File: src/design/bmon_cell.sv
// One storage cell of a rotating ring: loads a written value or takes its neighbor's.
// Depends on nothing but the clock and reset.
`default_nettype none
module bmon_cell #(
  parameter int W = 16
) (
  input  wire logic         clk,
  input  wire logic         rst,
  input  wire logic         load,
  input  wire logic [W-1:0] load_data,
  input  wire logic         shift,
  input  wire logic [W-1:0] shift_in,
  output logic [W-1:0]      q
);

  // Hold, load a new reading, or advance from the neighbor
  always_ff @(posedge clk) begin
    if (rst) begin
      q <= '0;
    end else if (load) begin
      q <= load_data;
    end else if (shift) begin
      q <= shift_in;
    end
  end

endmodule
`default_nettype wire

File: config.mk
export PLATFORM = sky130hd
export DESIGN_NAME = bmon_cell
export DESIGN_NICKNAME = d
export VERILOG_FILES = /design/src/design/bmon_cell.sv
export SDC_FILE = /design/constraint.sdc
export NUM_CORES = 1
export LEC_CHECK = 0
export ABC_AREA = 1
export ABC_CLOCK_PERIOD_IN_PS = 800
export BUFFER_PORTS_ARGS = -buffer_cell sky130_fd_sc_hd__buf_2
export CAP_MARGIN = 20
export CELL_PAD_IN_SITES_DETAIL_PLACEMENT = 1
export CELL_PAD_IN_SITES_GLOBAL_PLACEMENT = 1
export CORE_AREA = 4 4 51 76
export DETAILED_ROUTE_END_ITERATION = 8
export DIE_AREA = 0 0 55 80
export GPL_ROUTABILITY_DRIVEN = 0
export HOLD_SLACK_MARGIN = 0.03
export PLACE_DENSITY_LB_ADDON = 0.1
export SETUP_SLACK_MARGIN = 0.2
export SYNTH_ARGS = -nofsm -noshare
export SYNTH_HDL_FRONTEND = slang
export SYNTH_SLANG_ARGS = --single-unit
File: constraint.sdc
create_clock -name clk -period 0.8 [get_ports clk]
set_clock_uncertainty 0.1 [all_clocks]
set_input_delay 0.04 -clock clk [delete_from_list [all_inputs] [get_ports clk]]
set_output_delay 0.04 -clock clk [all_outputs]
set_load 0.01 [all_outputs]
-- Yosys cells after proc, flatten, opt, wreduce, memory -nomap -nowiden
Index checks and enable logic that the tools add are counted.
- divide/modulo/power cells: 0
- multipliers: 0
- bitwise gates (word level): 0
- shift operators: 0
- add/sub/neg operators: 0
- mux-type cells: 2
- equality and inequality tests: 0
- order comparisons: 0
- reduce and logical (&&, ||, !) cells: 1
- operator list (cell ; number):
    16-bit two-way mux ; 2
    2-bit nonzero test ; 1
- memory bits (read-only): 0
- word-level logic and storage cells: 4
- output and inout port bits: 16
- latch bits: 0
- bits of input ports: 36
- bits in writable memories: 0
- bits in registers: 16
- memories: 0

-- Depth between registers and ports, before layout
Gate-level depths: netlist of run 1.
- depth in word-level cells: 2
- mapped depth: 7
- depth with buffers taken out: 5

-- Worst setup path before layout of run 1
Ideal clock, no wire load.
- path type: input -> register
- from: input shift
- to: register q[10]
- stages on the path: 6
- library setup time: 0.109 ns
- required time: 0.591 ns
- path buffers: 2
- setup slack: 0.022 ns
- arrival time: 0.569 ns
- cell sequence: buf_4 -> buf_4 -> nand3_1 -> nand3_1 -> nand2_1 -> inv_1
- cells in the longest elaborated chain, start to end: 1
- RTL lines (what ; RTL line ; source):
    start, declared ; 11 ; input wire logic shift,
    2-bit nonzero test (no line) ; - ;
    end signal, assigned ; 21 ; q <= load_data;
    end signal, assigned ; 23 ; q <= shift_in;
    end, declared ; 13 ; output logic [W-1:0] q
Every way passes these cells.
A chain may end at the register's enable or synchronous reset.

-- Worst setup path after layout of run 1
- from: register q[3]
- to: output q[3]
No word-level cell between the ends.

==> results of run 1 <==
==> power groups by stage <==
stage	Sequential (uW)	Combinational (uW)	Clock [uW]
finish	901	462	604
global route	907	516	682
CTS	901	466	640
detailed placement	899	408	0
global placement	896	399	0
floorplan	922	199	0
==> layer usage <==
metal	vias up	routed length [um]
met1	443	1130
met4	0	15
li1	479	-
met3	2	151
met5	-	0
met2	32	1450
==> how the worst max path moves through the flow <==
stage | endpoint | cells after the start | slack (ns) | from
after detailed placement | q[13]$_SDFFE_PP0P_ | 6 | -0.12 | load
after global routing | q[3] | 1 | -0.07 | q[3]$_SDFFE_PP0P_
after floorplan | q[10]$_SDFFE_PP0P_ | 7 | 0.05 | shift
final | q[3] | 1 | -0.03 | q[3]$_SDFFE_PP0P_
after global placement | q[0]$_SDFFE_PP0P_ | 6 | -0.10 | load
after CTS | q[3] | 1 | -0.05 | q[3]$_SDFFE_PP0P_
==> timing repair <==
item,in CTS,in global routing
hold endpoints to repair,16,6
resized for setup,26,4
pin swaps,0,2
setup endpoints to repair,32,32
==> area by class of cell <==
type | instances | share of cell area
multi-input combinational | 81 | 0.290
clock buffer | 3 | 0.0319
tap | 40 | 0.0387
timing repair buffer | 56 | 0.323
inverter | 18 | 0.0523
sequential | 16 | 0.263
==> logic make-up after synthesis <==
family / Yosys count / synth area share
and+or+nand+nor: 81 / 0.447
DFF: 16 / 0.397
buffers and inverters: 25 / 0.157
==> per-stage QoR <==
step | utilization | setup TNS (ns)
global route | 0.409 | -0.883
finish | 0.409 | -0.366
detailed placement | 0.356 | -1.75
floorplan | - | 0
global placement | 0.356 | -1.34
CTS | 0.404 | -0.543
==> worst register-to-register path, cell delays in order, from the launching register on <==
cell     delay (ns)
dfxtp_2        0.33
nand2_1        0.06
nand3_1        0.07
nand2_1        0.06
inv_1          0.03
==> cell usage in the layout (no fill, tap or decap) <==
cell type and n:
buf_4 3, nand3_1 30, nand2_2 2, inv_1 17, buf_6 16, inv_2 1, nand2_1 46, clkbuf_8 3
nand3_2 2, buf_2 35, dfxtp_2 16, buf_12 2, nor2_8 1
==> impl_metrics.toml, run 1 <==
[setup_path]
r2r_end = "q[4]$_SDFFE_PP0P_"
critical_path.top_delay_family = "flip-flops"
worstRegToRegCells = 4
rrSetupSlack_ns = 0.05
path_cells = "buf_6"
cp.arrival_ns = 0.69
slowest_delay_ns = 0.33
end_kind = "output port"
critPathKind = "reg2out"
cp_slowest_cell = "dfxtp_2"
crit_path_max_fanout = 2
timing.critical_path.buf_inv = 1
reg2reg_from = "q[4]$_SDFFE_PP0P_"
start_kind = "flop"
required_ns = 0.66

[timing]
rsz0062_at_grt = "true"
setup_viol = 16
tightest_slew_ns = 0.266
slew_violations = 0
finalWorstSetupSlack_ns = -0.0334
hold_viol_final = 3
slew_headroom = 0.822
min_period_over_period = 1.04
period_minus_slack_ns = 0.833
fmaxAchievable_mhz = 1200
hold_ws_ns = -0.00556

[power_and_ir_drop]
p_int_uw = 1440
vdd_ir_drop_max_v = 0.000721
swShare = 0.267
power_density_nw_per_um2 = 1520
leakage_uw = 0.000754
pwr-share-clk = 0.307
power_frac_comb = 0.235
finalPower_uw = 1970
p_seq_frac = 0.458
p_sw_uw = 525

[layout]
largest-register = "q"
top_regs = "q: 16 flops"
nFillCells = 419
register_area_um2 = 340
largest_register_ffs = 16
final_cell_area_um2 = 1290
multi_input_area_um2 = 375
nets = 212
drive_above_1_share = 0.466
diodes = 0
fin_cells = 214
area.growth.synth_to_final_pct = 60.2

[placed_design]
place_ws_ns = -0.118
portBuffers = 51
dp_cells = 211
dp_hpwl_um = 2140
place_area_um2 = 1120

[min_path]
hold_path_end = "q[8]$_SDFFE_PP0P_"
worstHoldStart = "load_data[8]"
hp-class = "in2reg"
worstHoldPathCells = 5

[synth]
ys_seq_area_frac = 0.397
ys_seq_elements = 16
synthFlopType = "dfxtp_1"
syn_area_um2 = 807
synth_cell_types = 9
synth_edf_count = 0
synthTopCellsByArea = "dfxtp_1 (40%), nand2_1 (22%), nand3_1 (20%), inv_1 (7.9%), buf_6 (4.2%)"
yosysTopAreaCellShare = 0.397
syn-instance-count = 122
syn_nets = 158
synth_largest_area_cell = "dfxtp_1"
async_flop_share = 0
synthTopCellsByCount = "nand2_1 (48), nand3_1 (32), inv_1 (17)"
yosysWarnings = 0
syn_area_per_cell_um2 = 6.61
synth.most_common_cell = "nand2_1"

[floorplanning]
initial_core_util = 0.255
die_x_um = 55
rows = 25
core_area_um2 = 3160
die_area_um2 = 4400
io_pins = 52
die_y_um = 80

[detailed_routing]
vias_per_cell = 4.47
routed_wl_um = 2750
drt-pass1-iter-count = 4
wire_per_inst_um = 12.8
drc = 0
antenna_left = 0
drt_iter0_drc = 17
vias = 956

[global_routing]
grt_util_met2 = 0.250
first_global_vias = 1036
grtUsageTotal = 0.137
grt_max_degree = 17
grt_pass1_wl_um = 4440
grt-busiest-layer = "met2"
grt_antenna_before_repair = 0
grtUsageMet1 = 0.150
grt.met3_usage = 0.0243
grt_overflow = 0

[run_status]
outcome = "finished with violations"
violations = "negative hold slack, negative setup slack"

[cts]
post_cts.repair.setup_buffers = 0
cts_tree = "yes"
clk_latency_ns = 0.25
clockRootBuffer = "clkbuf_8"
path_clk_slew_ns = 0.07
ctsLongestPathBuffers = 2
cts_sinks = 16
htreeDepth = 1
cts-buffers-inserted = 3

[job]
drv_cap = 0
Power figures use the tool's default switching activity.
==> run 2, diff against run 1 <==
--- a/config.mk
+++ b/config.mk
@@ -12,11 +12,12 @@
 export CELL_PAD_IN_SITES_DETAIL_PLACEMENT = 1
 export CELL_PAD_IN_SITES_GLOBAL_PLACEMENT = 1
 export CORE_AREA = 4 4 51 76
+export CTS_CLUSTER_SIZE = 10
 export DETAILED_ROUTE_END_ITERATION = 8
 export DIE_AREA = 0 0 55 80
 export GPL_ROUTABILITY_DRIVEN = 0
 export HOLD_SLACK_MARGIN = 0.03
-export PLACE_DENSITY_LB_ADDON = 0.1
+export PLACE_DENSITY = 0.72
 export SETUP_SLACK_MARGIN = 0.2
 export SYNTH_ARGS = -nofsm -noshare
 export SYNTH_HDL_FRONTEND = slang
==> impl_metrics.toml, run 2 (same netlist as run 1, synthesis figures left out) <==
[timing]
hold_ws_ns = -0.0137
fmaxAchievable_mhz = 1210
slew_headroom = 0.632
hold_viol_final = 7
finalWorstSetupSlack_ns = -0.0277
period_minus_slack_ns = 0.828
tightest_slew_ns = 0.551
setup_tns_ns = -0.352
setup_viol = 16
slew_violations = 0
min_period_over_period = 1.03
rsz0062_at_grt = "true"

[layout]
layout_common_cells = "nand2_1 (42), buf_2 (35), nand3_1 (28)"
area.growth.synth_to_final_pct = 60.8
fin_util = 0.411
final_cell_area_um2 = 1300
nets = 213
largest_register_ffs = 16
drive_above_1_share = 0.514
largest-register = "q"
final_common_cell = "nand2_1"
diodes = 0
top_regs = "q: 16 flops"

[run_status]
violations = "negative hold slack, negative setup slack"
outcome = "finished with violations"

[placed_design]
place_ws_ns = -0.156
dp_hpwl_um = 2130
portBuffers = 51
place_area_um2 = 1110

[floorplanning]
rows = 25
initial_core_util = 0.255
io_pins = 52
die_area_um2 = 4400
die_y_um = 80
die_x_um = 55
core_area_um2 = 3160

[min_path]
worstHoldStart = "load_data[15]"
worstHoldPathCells = 5
hold_path_end = "q[15]$_SDFFE_PP0P_"
hp-class = "in2reg"

[cts]
cts-buffers-inserted = 3
ctsLongestPathBuffers = 2
clockRootBuffer = "clkbuf_8"
htreeDepth = 1
clk_latency_ns = 0.24
cts_tree = "yes"
cts_sinks = 16
path_clk_slew_ns = 0.06

[detailed_routing]
wire_per_inst_um = 12.7
vias = 958
antenna_left = 0
drt-pass1-iter-count = 2
routed_wl_um = 2720
drc = 0
drt_iter0_drc = 13
vias_per_cell = 4.46

[setup_path]
critPathKind = "reg2out"
crit_start = "q[1]$_SDFFE_PP0P_"
cp_slowest_cell = "dfxtp_2"
rrSetupSlack_ns = 0.03
critical_path.top_delay_family = "flip-flops"
reg2reg_from = "q[13]$_SDFFE_PP0P_"
crit_path_max_fanout = 2
path_cells = "buf_6"
end_kind = "output port"
timing.critical_path.buf_inv = 1
r2r_end = "q[13]$_SDFFE_PP0P_"
required_ns = 0.66
cp.arrival_ns = 0.69
start_kind = "flop"
slowest_delay_ns = 0.33
worstRegToRegCells = 4

[global_routing]
grt_antenna_before_repair = 0
grt_overflow = 0
first_global_vias = 1058
grtUsageTotal = 0.136
grt_pass1_wl_um = 4440
grt_max_degree = 17

[power_and_ir_drop]
vdd_ir_drop_max_v = 0.000858
power_density_nw_per_um2 = 1510
finalPower_uw = 1960
leakage_uw = 0.000758

[job]
drv_cap = 0
==> run 2: changes by cell type in the layout (fill, tap and decap cells not counted), sizes merged <==
cell / previous run / this run
buf: 56 / 57
==> run 2: worst max-delay path by stage <==
| stage | to | slack, ns | cells after the start |
|---|---|---|---|
| global placement | q[2]$_SDFFE_PP0P_ | -0.1 | 6 |
| detailed placement | q[5]$_SDFFE_PP0P_ | -0.16 | 6 |
| global route | q[12] | -0.05 | 1 |
| floorplan | q[10]$_SDFFE_PP0P_ | 0.05 | 7 |
| finish | q[1] | -0.03 | 1 |
| CTS | q[4] | -0.04 | 1 |
==> run 2: per-layer routing <==
layer / global-route usage / share of wire / up-vias
met4: 0.0292 / 0.0029 / 0
met1: 0.149 / 0.38 / 433
met5: 0 / 0 / -
met2: 0.258 / 0.53 / 42
met3: 0.0187 / 0.087 / 2
li1: - / - / 481
==> run 2: repair_timing <==
action,in CTS,in global routing
pin swaps,0,1
cloned,0,0
hold endpoints to repair,16,2
resized for setup,26,14
setup endpoints to repair,32,32
buffers inserted,0,0
==> run 2: metrics by stage <==
step           instances  hold slack [ns]
6_report             215          -0.0137
5_1_grt              215           0.0141
4_1_cts              215          -0.0122
3_5_place_dp         212            0.245
3_3_place_gp         212            0.237
2_1_floorplan        122            0.140
==> run 2: final cells by class <==
class,count,area [um^2]
flip-flops and latches,16,340
repair buffers,57,400
clock buffers,3,41.3
multi-input cells,81,395
inverters,18,70.1
fillers,420,1860
well taps,40,50.0
==> run 2: power breakdown <==
part,switching [uW],internal [uW]
Clock,263,333
Sequential,39.8,862
Combinational,219,241
